==> config.mk <==
export PLATFORM = sky130hd
export DESIGN_NAME = asc85_fifo
export DESIGN_NICKNAME = d
export VERILOG_FILES = /design/src/design/ascii85_stream_encoder_macros.svh /design/src/design/asc85_pkg.sv /design/src/design/asc85_fifo.sv
export SDC_FILE = /design/constraint.sdc
export NUM_CORES = 1
export LEC_CHECK = 0
export BUFFER_PORTS_ARGS = -buffer_cell sky130_fd_sc_hd__buf_2
export CAP_MARGIN = 5
export CORE_MARGIN = 3
export CORE_UTILIZATION = 45
export DETAILED_ROUTE_END_ITERATION = 8
export GPL_TIMING_DRIVEN = 0
export PLACE_DENSITY_LB_ADDON = 0.25
export SYNTH_ARGS = -nofsm -noshare
export SYNTH_HDL_FRONTEND = slang
export SYNTH_SLANG_ARGS = --single-unit
==> constraint.sdc <==
create_clock -name clk -period 5.5 [get_ports clk]
set_clock_uncertainty 0.15 [all_clocks]
set_input_delay 0.55 -clock clk [delete_from_list [all_inputs] [get_ports clk]]
set_output_delay 0.55 -clock clk [all_outputs]
set_load 0.005 [all_outputs]
==> src/design/ascii85_stream_encoder_macros.svh <==
// Assertion helpers for the encoder top module.
// Both expect signals named clk and rst_n in the module that uses them.
`ifndef ASCII85_STREAM_ENCODER_MACROS_SVH
`define ASCII85_STREAM_ENCODER_MACROS_SVH

// Consequent must hold in the same cycle as the antecedent.
`define ASC85_ASSERT_SAME(label, ante, cons) \
    label: assert property (@(posedge clk) disable iff (!rst_n) (ante) |-> (cons)) \
        else $error("ascii85 encoder check failed");

// Consequent must hold in the cycle after the antecedent.
`define ASC85_ASSERT_NEXT(label, ante, cons) \
    label: assert property (@(posedge clk) disable iff (!rst_n) (ante) |=> (cons)) \
        else $error("ascii85 encoder check failed");

`endif

==> src/design/asc85_pkg.sv <==
package asc85_pkg;

    localparam int NUM_DIGITS = 5;
    localparam int DIGIT_W    = 7;
    localparam int CNT_W      = 3;

    localparam logic [7:0] CHAR_BASE  = 8'h21;
    localparam logic [7:0] CHAR_Z     = 8'h7A;
    localparam logic [7:0] CHAR_NL    = 8'h0A;
    localparam logic [7:0] CHAR_TILDE = 8'h7E;
    localparam logic [7:0] CHAR_GT    = 8'h3E;

    localparam logic [7:0] LINE_WIDTH_RESET = 8'd72;

    // floor(v / 85) == (v * RECIP_85) >> RECIP_SHIFT for every 32-bit v.
    localparam logic [31:0] RECIP_85    = 32'd3233857729;
    localparam int          RECIP_SHIFT = 38;

    localparam int FIFO_DEPTH_DEFAULT = 2;

    localparam logic REQ_DATA   = 1'b0;
    localparam logic REQ_FINISH = 1'b1;

    typedef struct packed {
        logic             fin;
        logic             zero;
        logic [CNT_W-1:0] ndigits;
        logic [31:0]      value;
    } job_t;

    typedef struct packed {
        logic                                 fin;
        logic                                 zero;
        logic [CNT_W-1:0]                     ndigits;
        logic [NUM_DIGITS-1:0][DIGIT_W-1:0]   digits;
    } bundle_t;

    typedef struct packed {
        logic full;
        logic empty;
    } fifo_stat_t;

endpackage

==> src/design/asc85_fifo.sv <==
module asc85_fifo #(
    parameter int DEPTH = asc85_pkg::FIFO_DEPTH_DEFAULT
) (
    input  logic                    clk,
    input  logic                    rst_n,
    input  logic                    push,
    input  asc85_pkg::job_t         push_data,
    input  logic                    pop,
    output logic                    pop_valid,
    output asc85_pkg::job_t         pop_data,
    output asc85_pkg::fifo_stat_t   stat
);
    import asc85_pkg::*;

    localparam int PTR_W = (DEPTH > 1) ? $clog2(DEPTH) : 1;
    localparam int LVL_W = $clog2(DEPTH + 1);

    job_t             mem_reg [DEPTH];
    logic [PTR_W-1:0] wr_ptr_reg, wr_ptr_next;
    logic [PTR_W-1:0] rd_ptr_reg, rd_ptr_next;
    logic [LVL_W-1:0] level_reg, level_next;
    logic             do_push, do_pop;

    assign stat.full  = (level_reg == LVL_W'(DEPTH));
    assign stat.empty = (level_reg == LVL_W'(0));
    assign pop_valid  = !stat.empty;
    assign pop_data   = mem_reg[rd_ptr_reg];
    assign do_push    = push && !stat.full;
    assign do_pop     = pop && !stat.empty;

    always_comb
    begin
        wr_ptr_next = wr_ptr_reg;
        rd_ptr_next = rd_ptr_reg;
        level_next  = level_reg;
        if (do_push)
        begin
            wr_ptr_next = (wr_ptr_reg == PTR_W'(DEPTH - 1)) ? PTR_W'(0) : wr_ptr_reg + PTR_W'(1);
        end
        if (do_pop)
        begin
            rd_ptr_next = (rd_ptr_reg == PTR_W'(DEPTH - 1)) ? PTR_W'(0) : rd_ptr_reg + PTR_W'(1);
        end
        if (do_push && !do_pop)
        begin
            level_next = level_reg + LVL_W'(1);
        end
        else if (do_pop && !do_push)
        begin
            level_next = level_reg - LVL_W'(1);
        end
    end

    always_ff @(posedge clk)
    begin
        if (do_push)
        begin
            mem_reg[wr_ptr_reg] <= push_data;
        end
    end

    always_ff @(posedge clk or negedge rst_n)
    begin
        if (!rst_n)
        begin
            wr_ptr_reg <= '0;
            rd_ptr_reg <= '0;
            level_reg  <= '0;
        end
        else
        begin
            wr_ptr_reg <= wr_ptr_next;
            rd_ptr_reg <= rd_ptr_next;
            level_reg  <= level_next;
        end
    end

endmodule

### After elaboration in Yosys (flattened, before gate mapping)

Memory sizes are Yosys's and may differ from the RTL's.
Index checks and enable logic that the tools add are counted.

| storage, ports and cells | value |
|---|---|
| RAM bits | 74 |
| bits in registers | 4 |
| output and inout port bits | 40 |
| logic and storage cells | 25 |
| bits of input ports | 41 |
| memories kept | 1 |

Memory list:

| name | words | width | read ports | clocked after Yosys merged registers in | write ports | line | RTL |
|---|---|---|---|---|---|---|---|
| mem_reg | 2 | 37 | 1 | 0 | 1 | asc85_fifo.sv:18 | `job_t mem_reg [DEPTH];` |

| operators by class | value |
|---|---|
| mux-type cells | 6 |
| reduce and logical (&&, ||, !) cells | 10 |
| equal/unequal tests | 1 |
| $add $sub $neg | 4 |

Operator list:

| cell | number |
|---|---|
| logical AND 1 bit | 4 |
| logical NOT 1 bit | 4 |
| 2-to-1 mux 1 bit | 4 |
| 2-to-1 mux 2 bit | 2 |
| adder 1 bit, second input constant | 2 |
| adder 2 x 1 -> 2 bit, second input constant | 1 |
| equality test 2 bit, second input constant | 1 |
| logical NOT 2 bit | 1 |
| nonzero test 2 bit | 1 |
| subtractor 2 x 1 -> 2 bit, second input constant | 1 |

### Longest topological paths before layout

| depth | value |
|---|---|
| word-level depth | 7 |
| mapped depth | 7 |
| gate-level depth less buffers | 7 |

### Worst setup path before layout

Ideal clock, no wire load.

| timing path | value |
|---|---|
| kind | input to register |
| from | input push |
| to | memory mem_reg[0][0] (netlist bit) (enable) |
| data required time | 4919 ps |
| library setup time | 431 ps |
| cell stages on the path | 2 |
| setup slack | 2719 ps |
| arrival | 2200 ps |
| path through | nand2_1 > nor2_1 |

| between the ends | value |
|---|---|
| word-level cells in the longest chain between the ends | 3 |

RTL lines:

| item | line | RTL |
|---|---|---|
| start, declared | asc85_fifo.sv:6 | `input logic push,` |
| logical AND 1 bit | asc85_fifo.sv:28 | `assign do_push = push && !stat.full;` |
| 2-to-1 mux 1 bit | asc85_fifo.sv:56 | `if (do_push)` |
| 2-to-1 mux 1 bit (not written as such) | asc85_fifo.sv:58 | `mem_reg[wr_ptr_reg] <= push_data;` |
| end, declared | asc85_fifo.sv:18 |  |

No other way between the ends.

==> results.yml <==
timing:
  setup_viol: 0
  fmax_ghz: 0.457
  grt_setup_unrepaired: "false"
  hold_violations: 0
  final.setup.tns_ns: 0
  layout_min_cycle_time_ns: 2.19
  worst_slew_pin_slew_ns: 0.884
  fin_ws_ns: 3.31
  maxSlewHeadroom_pct: 41.0
  period_share_pct: 39.7
  maxSlewViolCount: 0
worst_setup_path:
  reg2reg_to: "mem_reg[0][31]"
  rrSetupSlack_ns: 3.56
  cp.required_ns: 4.80
  slowest_stage: "dfrtp_1"
  crit_top_cell: "buf_6"
  crit_chain: "buf_6 > buf_6 > mux2_4 > buf_2"
  start_kind: "flop"
  crit_arrival_ns: 1.49
  critical_path_class: "flop to output pin"
  cp_slowest_stage_delay_ns: 0.35
  cp.depth: 4
  path_buf_inv: 3
  ff2ff_path_depth: 4
  r2r_start: "level_reg[0]"
  setup.worst_path.start: "rd_ptr_reg"
  end_kind: "output pin"
  cp-endpoint: "pop_data[26]"
  crit_family: "buffers and inverters"
  cp_max_fo: 10
clock_tree:
  clk_latency_ns: 0.33
  clk_pin_slew_ns: 0.07
  cts_root_buffer: "clkbuf_8"
  cts_buffers: 9
  cts_resized: 0
  clockBufferDepth: 2
  cts.htree.levels: 3
  cts_tree: "done"
  clock-sinks: 78
  post_cts_buffers: 0
global_routing:
  grt_pass1_wl_mm: 7.05
  grt_pass1_vias: 1477
  grt_max_degree: 38
  grt-ovfl-total: 0
  antenna_found_initial: 0
  track_usage_pct: 12.6
logic_synthesis:
  syn_inst: 135
  ys_seq_elements: 78
  synth_area_leaders: "edfxtp_1 (75%), mux2_4 (10%), mux2_2 (6.5%), dfrtp_1 (3.4%), buf_6 (1.1%)"
  ys_types: 15
  syn_area_per_cell_um2: 21.9
  synth_top_cell_by_area: "edfxtp_1"
  synth.top_cell.area_share_pct: 75.2
  seq_area_frac_synth_pct: 78.6
  synth_area_um2: 2950
  yosysWarnings: 0
  synth_nets: 177
placed_design:
  place.gp.congestion: 0.645
  placed_area_um2: 3480
  place_hpwl_mm: 2.98
  dp_slack_ns: 3.48
  portBuffers: 80
detailed_routing:
  vias: 1443
  post_drt_wl_per_cell_um: 14.5
  drc: 0
  wl_mm: 4.46
  routed_via_density: 4.69
  dr.pass1.iters: 4
  drtIter0Drc: 84
  ant_nets: 0
die:
  die_w_um: 87.0
  io-pin-count: 81
  die-height_um: 87.0
  core-area_um2: 6130
  rows: 28
  die-area_um2: 7570
  start_util_pct: 48.2
layout:
  final_util_pct: 59.9
  area.growth.synth_to_final_pct: 24.4
  fin_area_um2: 3670
  final_common_cell: "buf_2"
  drive_gt1_share_pct: 58.8
  antenna_cells: 0
  largest_reg_flops: 74
  nNetsFinal: 270
  final_cell_mix: "buf_2 (81), edfxtp_1 (74), mux2_4 (20)"
pwr:
  total_power_mw: 1.84
  p_leak_nw: 1.48
  ir_worst_vdd_mv: 0.387
  power_density_nw_per_um2: 501
hold_path:
  hold_path_class: "input port to flop"
run:
  maxCapViolations: 0
run_status:
  status: "finished clean"
==> Yosys cell counts <==
cell       n
edfxtp_1  74
mux2_4    20
mux2_2    17
dfrtp_1    4
buf_6      3
inv_1      3
xnor2_1    3
nand2_1    2
nor2_1     2
xor2_1     2
and3_1     1
buf_2      1
ha_1       1
nand2b_1   1
or2_1      1
==> cell type report <==
type / count / area [um^2]
timing repair buffer: 82 / 438
inverter: 3 / 11.3
sequential: 78 / 2320
clock buffer: 10 / 128
tap: 75 / 93.8
clock inverter: 6 / 52.6
buffer: 4 / 38.8
fill: 454 / 2460
multi-input combinational: 50 / 591
==> worst min path at each step <==
stage	startpoint	to	slack (ns)	cells past startpoint
2_1_floorplan	rst_n	level_reg[0]	0.10	0
3_3_place_gp	rst_n	wr_ptr_reg	0.21	1
3_5_place_dp	rst_n	wr_ptr_reg	0.21	1
4_1_cts	push_data[26]	mem_reg[0][26]	0.23	1
5_1_grt	push_data[21]	mem_reg[1][21]	0.22	1
6_report	push_data[26]	mem_reg[1][26]	0.25	1
==> per-layer routing <==
metal | vias to the layer above | track usage [%] | share of wire (%)
met3 | 4 | 5.49 | 7.4
met4 | 0 | 5.95 | 0.85
met1 | 685 | 15.1 | 43
met5 | - | 0 | 0
met2 | 50 | 19.7 | 49
li1 | 704 | - | -
==> repair_timing <==
item | CTS | global route
hold buffers | 1 | 0
hold endpoints to repair | 4 | 0
endpoints found under the setup margin | 0 | 0
==> power by group <==
group          internal [mW]  total (mW)  switching [mW]
Sequential             0.815       0.853          0.0382
Combinational          0.329       0.599           0.270
Clock                  0.204       0.389           0.185
Total                   1.35        1.84           0.493
==> cells by family after synthesis <==
kind of cell / Yosys count / share of synthesized area (%)
DFF: 78 / 78.6
muxes: 37 / 16.6
buffers and inverters: 7 / 1.69
and+or+nand+nor: 7 / 1.14
xor gates and xnor gates: 5 / 1.48
adders and majority gates: 1 / 0.423
==> through the flow <==
stage | cells | hold WS (ns)
CTS | 308 | 0.230
floorplan | 135 | 0.104
detailed placement | 291 | 0.214
finish | 308 | 0.249
global route | 308 | 0.224
global placement | 290 | 0.212
Note: power is estimated with default switching activity, not from simulation.
