$ cat src/design/ascii85_stream_encoder_macros.svh
// Assertion helpers for the encoder top module.
// Both expect signals named clk and rst_n in the module that uses them.
`ifndef ASCII85_STREAM_ENCODER_MACROS_SVH
`define ASCII85_STREAM_ENCODER_MACROS_SVH

// Consequent must hold in the same cycle as the antecedent.
`define ASC85_ASSERT_SAME(label, ante, cons) \
    label: assert property (@(posedge clk) disable iff (!rst_n) (ante) |-> (cons)) \
        else $error("ascii85 encoder check failed");

// Consequent must hold in the cycle after the antecedent.
`define ASC85_ASSERT_NEXT(label, ante, cons) \
    label: assert property (@(posedge clk) disable iff (!rst_n) (ante) |=> (cons)) \
        else $error("ascii85 encoder check failed");

`endif

$ cat src/design/asc85_pkg.sv
package asc85_pkg;

    localparam int NUM_DIGITS = 5;
    localparam int DIGIT_W    = 7;
    localparam int CNT_W      = 3;

    localparam logic [7:0] CHAR_BASE  = 8'h21;
    localparam logic [7:0] CHAR_Z     = 8'h7A;
    localparam logic [7:0] CHAR_NL    = 8'h0A;
    localparam logic [7:0] CHAR_TILDE = 8'h7E;
    localparam logic [7:0] CHAR_GT    = 8'h3E;

    localparam logic [7:0] LINE_WIDTH_RESET = 8'd72;

    // floor(v / 85) == (v * RECIP_85) >> RECIP_SHIFT for every 32-bit v.
    localparam logic [31:0] RECIP_85    = 32'd3233857729;
    localparam int          RECIP_SHIFT = 38;

    localparam int FIFO_DEPTH_DEFAULT = 2;

    localparam logic REQ_DATA   = 1'b0;
    localparam logic REQ_FINISH = 1'b1;

    typedef struct packed {
        logic             fin;
        logic             zero;
        logic [CNT_W-1:0] ndigits;
        logic [31:0]      value;
    } job_t;

    typedef struct packed {
        logic                                 fin;
        logic                                 zero;
        logic [CNT_W-1:0]                     ndigits;
        logic [NUM_DIGITS-1:0][DIGIT_W-1:0]   digits;
    } bundle_t;

    typedef struct packed {
        logic full;
        logic empty;
    } fifo_stat_t;

endpackage

$ cat src/design/asc85_emit.sv
module asc85_emit (
    input  logic                clk,
    input  logic                rst_n,
    input  logic [7:0]          line_width,
    input  logic                bnd_valid,
    output logic                bnd_ready,
    input  asc85_pkg::bundle_t  bnd,
    output logic                out_valid,
    input  logic                out_ready,
    output logic [7:0]          out_char,
    output logic                last_of_run
);
    import asc85_pkg::*;

    typedef enum logic [5:0] {
        E_IDLE  = 6'b000001,
        E_CHAR  = 6'b000010,
        E_NL    = 6'b000100,
        E_FIN   = 6'b001000,
        E_TILDE = 6'b010000,
        E_GT    = 6'b100000
    } emit_state_t;

    emit_state_t                        state_reg, state_next;
    logic [7:0]                         pos_reg, pos_next;
    logic [CNT_W-1:0]                   left_reg, left_next;
    logic [NUM_DIGITS-1:0][DIGIT_W-1:0] digits_reg, digits_next;
    logic                               fin_reg, fin_next;
    logic                               zero_reg, zero_next;
    logic                               ovalid_reg, ovalid_next;
    logic [7:0]                         ochar_reg, ochar_next;
    logic                               olast_reg, olast_next;
    logic                               adv;
    logic                               wrap;
    logic [7:0]                         counted_char;
    logic [CNT_W-1:0]                   load_left;

    assign adv          = !ovalid_reg || out_ready;
    assign wrap         = (pos_reg >= line_width);
    assign counted_char = zero_reg ? CHAR_Z : 8'(digits_reg[0]) + CHAR_BASE;
    assign load_left    = bnd.fin ? bnd.ndigits : (bnd.zero ? CNT_W'(1) : CNT_W'(NUM_DIGITS));
    assign bnd_ready    = (state_reg == E_IDLE);

    assign out_valid   = ovalid_reg;
    assign out_char    = ochar_reg;
    assign last_of_run = olast_reg;

    always_comb
    begin
        state_next  = state_reg;
        pos_next    = pos_reg;
        left_next   = left_reg;
        digits_next = digits_reg;
        fin_next    = fin_reg;
        zero_next   = zero_reg;
        ovalid_next = adv ? 1'b0 : ovalid_reg;
        ochar_next  = ochar_reg;
        olast_next  = olast_reg;
        unique case (state_reg)
            E_IDLE:
            begin
                if (bnd_valid)
                begin
                    digits_next = bnd.digits;
                    fin_next    = bnd.fin;
                    zero_next   = bnd.zero;
                    left_next   = load_left;
                    state_next  = (load_left == CNT_W'(0)) ? E_FIN : E_CHAR;
                end
            end
            E_CHAR:
            begin
                if (adv)
                begin
                    ovalid_next = 1'b1;
                    ochar_next  = counted_char;
                    digits_next = digits_reg >> DIGIT_W;
                    left_next   = left_reg - CNT_W'(1);
                    if (wrap)
                    begin
                        pos_next   = 8'd0;
                        olast_next = 1'b0;
                        state_next = E_NL;
                    end
                    else
                    begin
                        pos_next = pos_reg + 8'd1;
                        if (left_reg == CNT_W'(1))
                        begin
                            olast_next = !fin_reg;
                            state_next = fin_reg ? E_FIN : E_IDLE;
                        end
                        else
                        begin
                            olast_next = 1'b0;
                        end
                    end
                end
            end
            E_NL:
            begin
                if (adv)
                begin
                    ovalid_next = 1'b1;
                    ochar_next  = CHAR_NL;
                    if (left_reg == CNT_W'(0))
                    begin
                        olast_next = !fin_reg;
                        state_next = fin_reg ? E_FIN : E_IDLE;
                    end
                    else
                    begin
                        olast_next = 1'b0;
                        state_next = E_CHAR;
                    end
                end
            end
            E_FIN:
            begin
                if (adv)
                begin
                    ovalid_next = 1'b1;
                    olast_next  = 1'b0;
                    if ({1'b0, pos_reg} + 9'd2 > {1'b0, line_width})
                    begin
                        ochar_next = CHAR_NL;
                        state_next = E_TILDE;
                    end
                    else
                    begin
                        ochar_next = CHAR_TILDE;
                        state_next = E_GT;
                    end
                end
            end
            E_TILDE:
            begin
                if (adv)
                begin
                    ovalid_next = 1'b1;
                    ochar_next  = CHAR_TILDE;
                    olast_next  = 1'b0;
                    state_next  = E_GT;
                end
            end
            E_GT:
            begin
                if (adv)
                begin
                    ovalid_next = 1'b1;
                    ochar_next  = CHAR_GT;
                    olast_next  = 1'b1;
                    pos_next    = 8'd0;
                    state_next  = E_IDLE;
                end
            end
            default:
            begin
                state_next = E_IDLE;
            end
        endcase
    end

    always_ff @(posedge clk or negedge rst_n)
    begin
        if (!rst_n)
        begin
            state_reg  <= E_IDLE;
            pos_reg    <= 8'd0;
            left_reg   <= '0;
            fin_reg    <= 1'b0;
            zero_reg   <= 1'b0;
            ovalid_reg <= 1'b0;
        end
        else
        begin
            state_reg  <= state_next;
            pos_reg    <= pos_next;
            left_reg   <= left_next;
            fin_reg    <= fin_next;
            zero_reg   <= zero_next;
            ovalid_reg <= ovalid_next;
        end
    end

    always_ff @(posedge clk)
    begin
        digits_reg <= digits_next;
        ochar_reg  <= ochar_next;
        olast_reg  <= olast_next;
    end

endmodule

$ cat config.mk
export PLATFORM = sky130hd
export DESIGN_NAME = asc85_emit
export DESIGN_NICKNAME = d
export VERILOG_FILES = /design/src/design/ascii85_stream_encoder_macros.svh /design/src/design/asc85_pkg.sv /design/src/design/asc85_emit.sv
export SDC_FILE = /design/constraint.sdc
export NUM_CORES = 1
export LEC_CHECK = 0
export BUFFER_PORTS_ARGS = -buffer_cell sky130_fd_sc_hd__buf_4
export CAP_MARGIN = 20
export CORE_MARGIN = 2
export CORE_UTILIZATION = 25
export DETAILED_ROUTE_END_ITERATION = 8
export PLACE_DENSITY = 0.43
export SYNTH_ARGS = -nofsm -noshare
export SYNTH_HDL_FRONTEND = slang
export SYNTH_SLANG_ARGS = --single-unit
export TNS_END_PERCENT = 1
$ cat constraint.sdc
create_clock -name clk -period 8 [get_ports clk]
set_input_delay 0.8 -clock clk [delete_from_list [all_inputs] [get_ports clk]]
set_output_delay 0.8 -clock clk [all_outputs]
set_load 0.005 [all_outputs]
# Word level (Yosys, flattened, before mapping)

Cells that the tools add are included.

Logic and storage cells: 95
Bits of input ports: 52
Bits in registers: 64
Output and inout port bits: 11

Eq/ne operators: 15
Multiplexer cells: 44
$lt $le $gt $ge: 2
Add/sub/neg operators: 4
Reduce and logical (&&, ||, !) cells: 17

Operators with widths:

| operator                                                         | count |
|---|---|
| 8-bit two-way mux                                                | 9 |
| 35-bit two-way mux                                               | 2 |
| 35-bit case mux with 2 select lines                              | 1 |
| 6-bit two-way mux                                                | 9 |
| 8-bit case mux with 5 select lines                               | 1 |
| 6-bit case mux with 6 select lines                               | 1 |
| 8-bit case mux with 2 select lines                               | 1 |
| 3-bit two-way mux                                                | 4 |
| 4-bit two-way mux                                                | 3 |
| 2-bit inequality test (second input constant)                    | 6 |
| 1-bit two-way mux                                                | 10 |
| 8-bit by 2-bit adder with 9-bit output (second input constant)   | 1 |
| 9-bit by 8-bit > comparator with 1-bit output                    | 1 |
| 7-bit by 6-bit adder with 8-bit output (second input constant)   | 1 |
| 8-bit by 1-bit adder with 8-bit output (second input constant)   | 1 |
| 8-bit greater-or-equal comparator                                | 1 |
| 7-bit two-way mux                                                | 1 |
| 7-bit AND reduction                                              | 1 |
| 6-bit by 1-bit == test with 1-bit output (second input constant) | 1 |
| 6-bit by 2-bit == test with 1-bit output (second input constant) | 1 |
| 6-bit by 3-bit == test with 1-bit output (second input constant) | 1 |
| 6-bit by 4-bit == test with 1-bit output (second input constant) | 1 |
| 6-bit by 5-bit == test with 1-bit output (second input constant) | 1 |
| 6-bit == test (second input constant)                            | 1 |
| 18 further kinds                                                 | 22 |

# Depth between registers and ports, before layout

Depth in word-level cells: 6
Gate-level depth with buffers: 10

# Worst setup path after synthesis

No wires, ideal clock.

Kind: flip-flop to flip-flop
Start: reg state_reg[2]
End: reg left_reg[2]
Cell stages (with the launch flop): 6
Path buffers: 0
Arrival: 2.544 ns
Slack: 5.357 ns
Library setup time: 0.099 ns
Period minus slack after synthesis: 2.643 ns
Data required time: 7.901 ns
Path through: dfrtp_1 nor4_4 nand3b_4 o21ai_2 o21ai_0 a22oi_1

Word-level cells in the longest chain between the ends: 3
Elaborated cells between the ends (all ways): 7

Ends and longest elaborated chain:

| element                                                                                                     | RTL line          | text |
|---|---|---|
| from (decl)                                                                                                 | asc85_emit.sv:24  | `emit_state_t state_reg, state_next;` |
| from (signal assigned)                                                                                      | asc85_emit.sv:177 | `state_reg <= state_next;` |
| 6-bit by 2-bit == test with 1-bit output / 6-bit by 1-bit == test with 1-bit output (equally long branches) | asc85_emit.sv:59  | `unique case (state_reg)` |
| 2-bit inequality test (no source line) / 2-bit nonzero test (equally long branches)                         | n/a               |  |
| 3-bit AND reduction (no source line)                                                                        | n/a               |  |
| to (signal assigned)                                                                                        | asc85_emit.sv:179 | `left_reg <= left_next;` |
| to (decl)                                                                                                   | asc85_emit.sv:26  | `logic [CNT_W-1:0] left_reg, left_next;` |

Several ways; a longest one is shown, not always the timed one.
A chain may end at the register's enable or synchronous reset.

# Worst setup path after layout

Start: reg pos_reg[2]
End: reg ochar_reg[6], in the netlist out_char[6] (data pin)

Word-level cells in the longest chain between the ends: 5

Ends and longest elaborated chain:

| element                                       | RTL line          | text |
|---|---|---|
| from (decl)                                   | asc85_emit.sv:25  | `logic [7:0] pos_reg, pos_next;` |
| from (signal assigned)                        | asc85_emit.sv:178 | `pos_reg <= pos_next;` |
| 8-bit by 2-bit adder with 9-bit output        | asc85_emit.sv:124 | `if ({1'b0, pos_reg} + 9'd2 > {1'b0, line_width})` |
| 9-bit by 8-bit > comparator with 1-bit output | asc85_emit.sv:124 |  |
| 7-bit two-way mux                             | asc85_emit.sv:124 |  |
| 8-bit two-way mux                             | asc85_emit.sv:120 | `if (adv)` |
| 8-bit case mux with 5 select lines            | asc85_emit.sv:59  |  |
| via ochar_next[6]                             | asc85_emit.sv:31  | `logic [7:0] ochar_reg, ochar_next;` |
| to (signal assigned)                          | asc85_emit.sv:189 | `ochar_reg <= ochar_next;` |
| to (decl)                                     | asc85_emit.sv:31  |  |

The timed path passes the listed nets, and every way through them passes these cells. The select of a mux whose other input is x is not followed.

==> results summary <==
STA classifies the critical path startpoint as a flop. The floorplan has 43 rows. The most common flop cell mapped by yosys is edfxtp_1. The number of top-level pins came out at 63. The clock latency of the later-clocked register in the worst-skew pair is 0.32 ns. The clock sink total came out at 64.

The layout overhead on the synthesized area is 27.2%. STA classifies the critical path endpoint as a flop. The synthesized area came out at 0.00359 mm^2. The ratio of total power to cell area is 347 mW/mm^2. The share of power burned in registers came out at 0.400. The number of setup buffers added after CTS came out at 0. In this run, the number of DRC markers left after iteration 0 of detailed routing was 120. During synthesis, Yosys emitted a total of 0 warnings. The synthesized net count is 435. The type of the most critical hold path is in -> async. The final cell count without fillers came out at 611. The number of CTS-inserted buffers is 9. The tool flagged a number of max-cap violations equal to 0.

The data arrival time of the critical path came out at 2.93 ns. The layout cell share with drive strength beyond 1 is 0.211. The iteration count of the initial detailed-routing pass came out at 5. Traced cell by cell, the critical path runs through ha_1, and3_1, and3_1, xor2_1, ha_1, nand4_1, o22a_1, o41ai_1, a21oi_1, o21ai_0. The pin count of the biggest net entering global routing came out at 45. The synthesized-area fraction occupied by ao, oa, aoi and oai cells came out at 0.111. The total power came out at 1.59 mW. The mux share of post-synthesis cell area came out at 0.0237. The worst slew slack as a fraction of its limit came out at 0.560. The largest fanout on the critical path came out at 6. The die is 124 um wide.

The part of the Yosys area used for sequential elements came out at 0.507. The final weighted congestion of routability-driven global placement is 0.759. The net switching share of the total power came out at 0.344.

The wire length per cell came out at 13.4 um. The shortest clock period the worst path allows after layout is 2.89 ns. Counting along the longest clock path gives a buffer depth of 2. The final number of max-transition violations is 0. The total of endpoints with negative setup slack in the final report came out at 0.

The count of instances resized after the clock tree is built came out at 0. The worst setup path is of the reg -> reg kind. Summed over all nets, the switching power comes to 546 uW. The clock tree synthesis step divided the H-tree into 3 levels. The starting density of the core is 0.257. The instance count of the mapped netlist is 362. After detailed routing, the number of remaining DRC violations is 0.

The number of buffers added to fix hold violations after cts is 0. For this run, the post-layout net count is 499. The share of the synthesized netlist area taken by xor and xnor gates is 0.0292. The number of diodes added for antenna fixing is 0. The final hold violation count is 0.

The worst clock skew is 0.00828 ns. The global-route wire length before repair came out at 13200 um. Setup repair after global routing left no endpoint under its margin. The area share of and/or/nand/nor cells after synthesis is 0.224.

Broken down by cell family, the worst path's largest delay share belongs to compound AO/OA/AOI/OAI gates. The initial antenna violation count came to 0. Cell internal power was estimated by the tool at 1.04 mW. The detail route stage leaves a number of antenna-violating nets equal to 0. The number of cell instances on the worst register-to-register path came out at 10.

The peak supply drop came out at 0.124 mV. On the worst path, the slowest cell contributes a delay of 0.43 ns. In this run the critical register-to-register path is launched from pos_reg[2]. The number of cells after detailed placement is 594. The critical path's slowest cell is dfrtp_1.

Of the total synthesized cell area, the portion taken by full adders, half adders and majority gates is 0.0731. By area, the combinational part of the netlist is dominated by simple AND/OR/NAND/NOR gates. The clock root buffer master is clkbuf_16. The share of power burned in the clock network is 0.260. In this run the register-to-register setup slack is 5.11 ns. The run finished with clean final reports.

The end of the worst register-to-register path is out_char[6]. The slew at the pin closest to its max-slew limit came out at 0.653 ns. The routed layout has 2784 vias. TritonCTS built the clock tree. The total congestion overflow after global routing came out at 0. In the global route stage, overall resource usage came out at 0.112. The floorplan step defined a core boundary enclosing 0.0140 mm^2. The clock-pin slew on the worst setup and hold paths came out at 0.06 ns. The number of enable flip-flop cells after synthesis is 44. The summed negative setup slack over all endpoints came out at 0 ns. Data on the critical path is required at its endpoint by 8.04 ns.

The timing-limited maximum frequency came out at 0.346 GHz. The fraction of synthesis flops using an asynchronous set or reset pin is 0.313. The total wire length after detailed routing came out at 8160 um. The floorplan step defined a die boundary enclosing 0.0154 mm^2. The floorplan die height came out at 124 um.

The via count of the first global-routing pass was 2661. The part of the cycle the worst path needs is 0.362. After detailed routing, the number of vias per cell comes to 4.56. Synthesis instantiated 53 different standard cells from the library. The per-instance average area after synthesis is 9.93 um^2. The count of port buffers added during placement is 62. Summed over all cells, the static leakage comes to 2.01 nW. The number of buffers and inverters on the critical path is 0.

The synthesized design contains 64 register bits. The register with the most flip-flops in the layout has 35 of them. The logic gate share of total power came out at 0.340. The half-perimeter wire length after detailed placement came out at 5940 um.
## metrics by stage
step	util	instance area, um^2	setup slack (ns)	hold WS [ns]
5_1_grt	0.327	4570	4.83	0.367
4_1_cts	0.327	4570	5.08	0.359
6_report	0.327	4570	5.11	0.362
3_3_place_gp	0.304	4260	4.92	0.491
3_5_place_dp	0.304	4260	4.89	0.495
2_1_floorplan	-	3590	5.36	0.484
## worst reg2reg max path, delay by kind of cell, from the launching register on
family          cells  cell delay, ns
compound gates      4            0.78
flops               1            0.43
simple gates        3            0.65
xor+xnor            1            0.18
fa+ha+maj           2            0.58
## worst max path at each step
stage / slack (ns) / start / end / cells past startpoint
2_1_floorplan: 5.36 / state_reg[2] / left_reg[2] / 5
3_3_place_gp: 4.92 / line_width[2] / pos_reg[6] / 8
3_5_place_dp: 4.89 / line_width[7] / pos_reg[4] / 8
4_1_cts: 5.08 / state_reg[2] / left_reg[2] / 6
5_1_grt: 4.83 / pos_reg[2] / out_char[6] / 10
6_report: 5.11 / pos_reg[2] / out_char[6] / 10
## metal layers
layer / global-route usage / vias up / routed length, um
li1: - / 1415 / -
met1: 0.150 / 1292 / 3860
met2: 0.175 / 75 / 3840
met3: 0.0334 / 2 / 422
met4: 0.0358 / 0 / 38
met5: 0 / - / 0
## power groups by stage
| stage | clock network [mW] | registers [mW] | logic, mW |
|---|---|---|---|
| finish | 0.413 | 0.635 | 0.540 |
| global route | 0.442 | 0.652 | 0.618 |
| CTS | 0.425 | 0.636 | 0.550 |
| detailed placement | 0 | 0.642 | 0.547 |
| global placement | 0 | 0.639 | 0.545 |
| floorplan | 0 | 0.615 | 0.395 |
## final cells by class
class                   count  area (um^2)
flip-flops and latches     64         1820
fillers                  1468         9420
inverters                  17         63.8
clock buffers              10          229
well taps                 180          225
repair buffers             65          485
multi-input cells         269         1660
clock inverters             6         82.6
## cells in the final DEF (no fill, tap or decap), types with 5 or more instances in the layout
| cell | n |
|---|---|
| nand2_1 | 96 |
| buf_4 | 64 |
| edfxtp_1 | 44 |
| ha_1 | 21 |
| dfrtp_1 | 19 |
| inv_1 | 17 |
| a21oi_1 | 15 |
| nor2_1 | 14 |
| o21ai_0 | 12 |
| nand3_1 | 10 |
| clkbuf_16 | 9 |
| xor2_1 | 7 |
| and2_1 | 7 |
| and3_1 | 6 |
| xnor2_1 | 5 |
| a31oi_1 | 5 |
| nand4_1 | 5 |
## Yosys cell counts (2+ instances only)
master	instances	area (um^2)
and2_1	7	43.8
a21oi_1	15	75.1
or3_1	3	18.8
a32oi_1	2	17.5
nand3_1	10	50.1
and3_1	6	37.5
mux2i_1	4	40.0
mux2_1	2	22.5
o211ai_1	2	15.0
nor3_1	3	15.0
o21ai_1	4	20.0
ha_1	21	263
clkbuf_1	7	26.3
nand2_1	96	360
o21ai_0	12	60.1
mux2_2	2	22.5
inv_1	17	63.8
or2_2	2	12.5
buf_2	5	25.0
nand4b_1	3	26.3
nand3b_1	3	22.5
nor3b_1	2	15.0
xor2_1	7	61.3
nor2_1	14	52.6
nand4_1	5	31.3
a211oi_1	3	22.5
dfrtp_1	19	475
xnor2_1	5	43.8
nor2b_1	4	25.0
o22ai_1	4	25.0
nand2b_1	4	25.0
a31oi_1	5	31.3
edfxtp_1	44	1320
## cells by family (layout without fill, tap and decap cells)
kind of cell / after synthesis / count (layout)
multiplexers: 8 / 8
flip-flops: 64 / 64
AND/OR/NAND/NOR: 167 / 167
adder cells (fa/ha/maj): 21 / 21
buffers and inverters: 29 / 98
XOR/XNOR: 12 / 12
AO/OA/AOI/OAI: 61 / 61
Power figures use the tool's default switching activity.
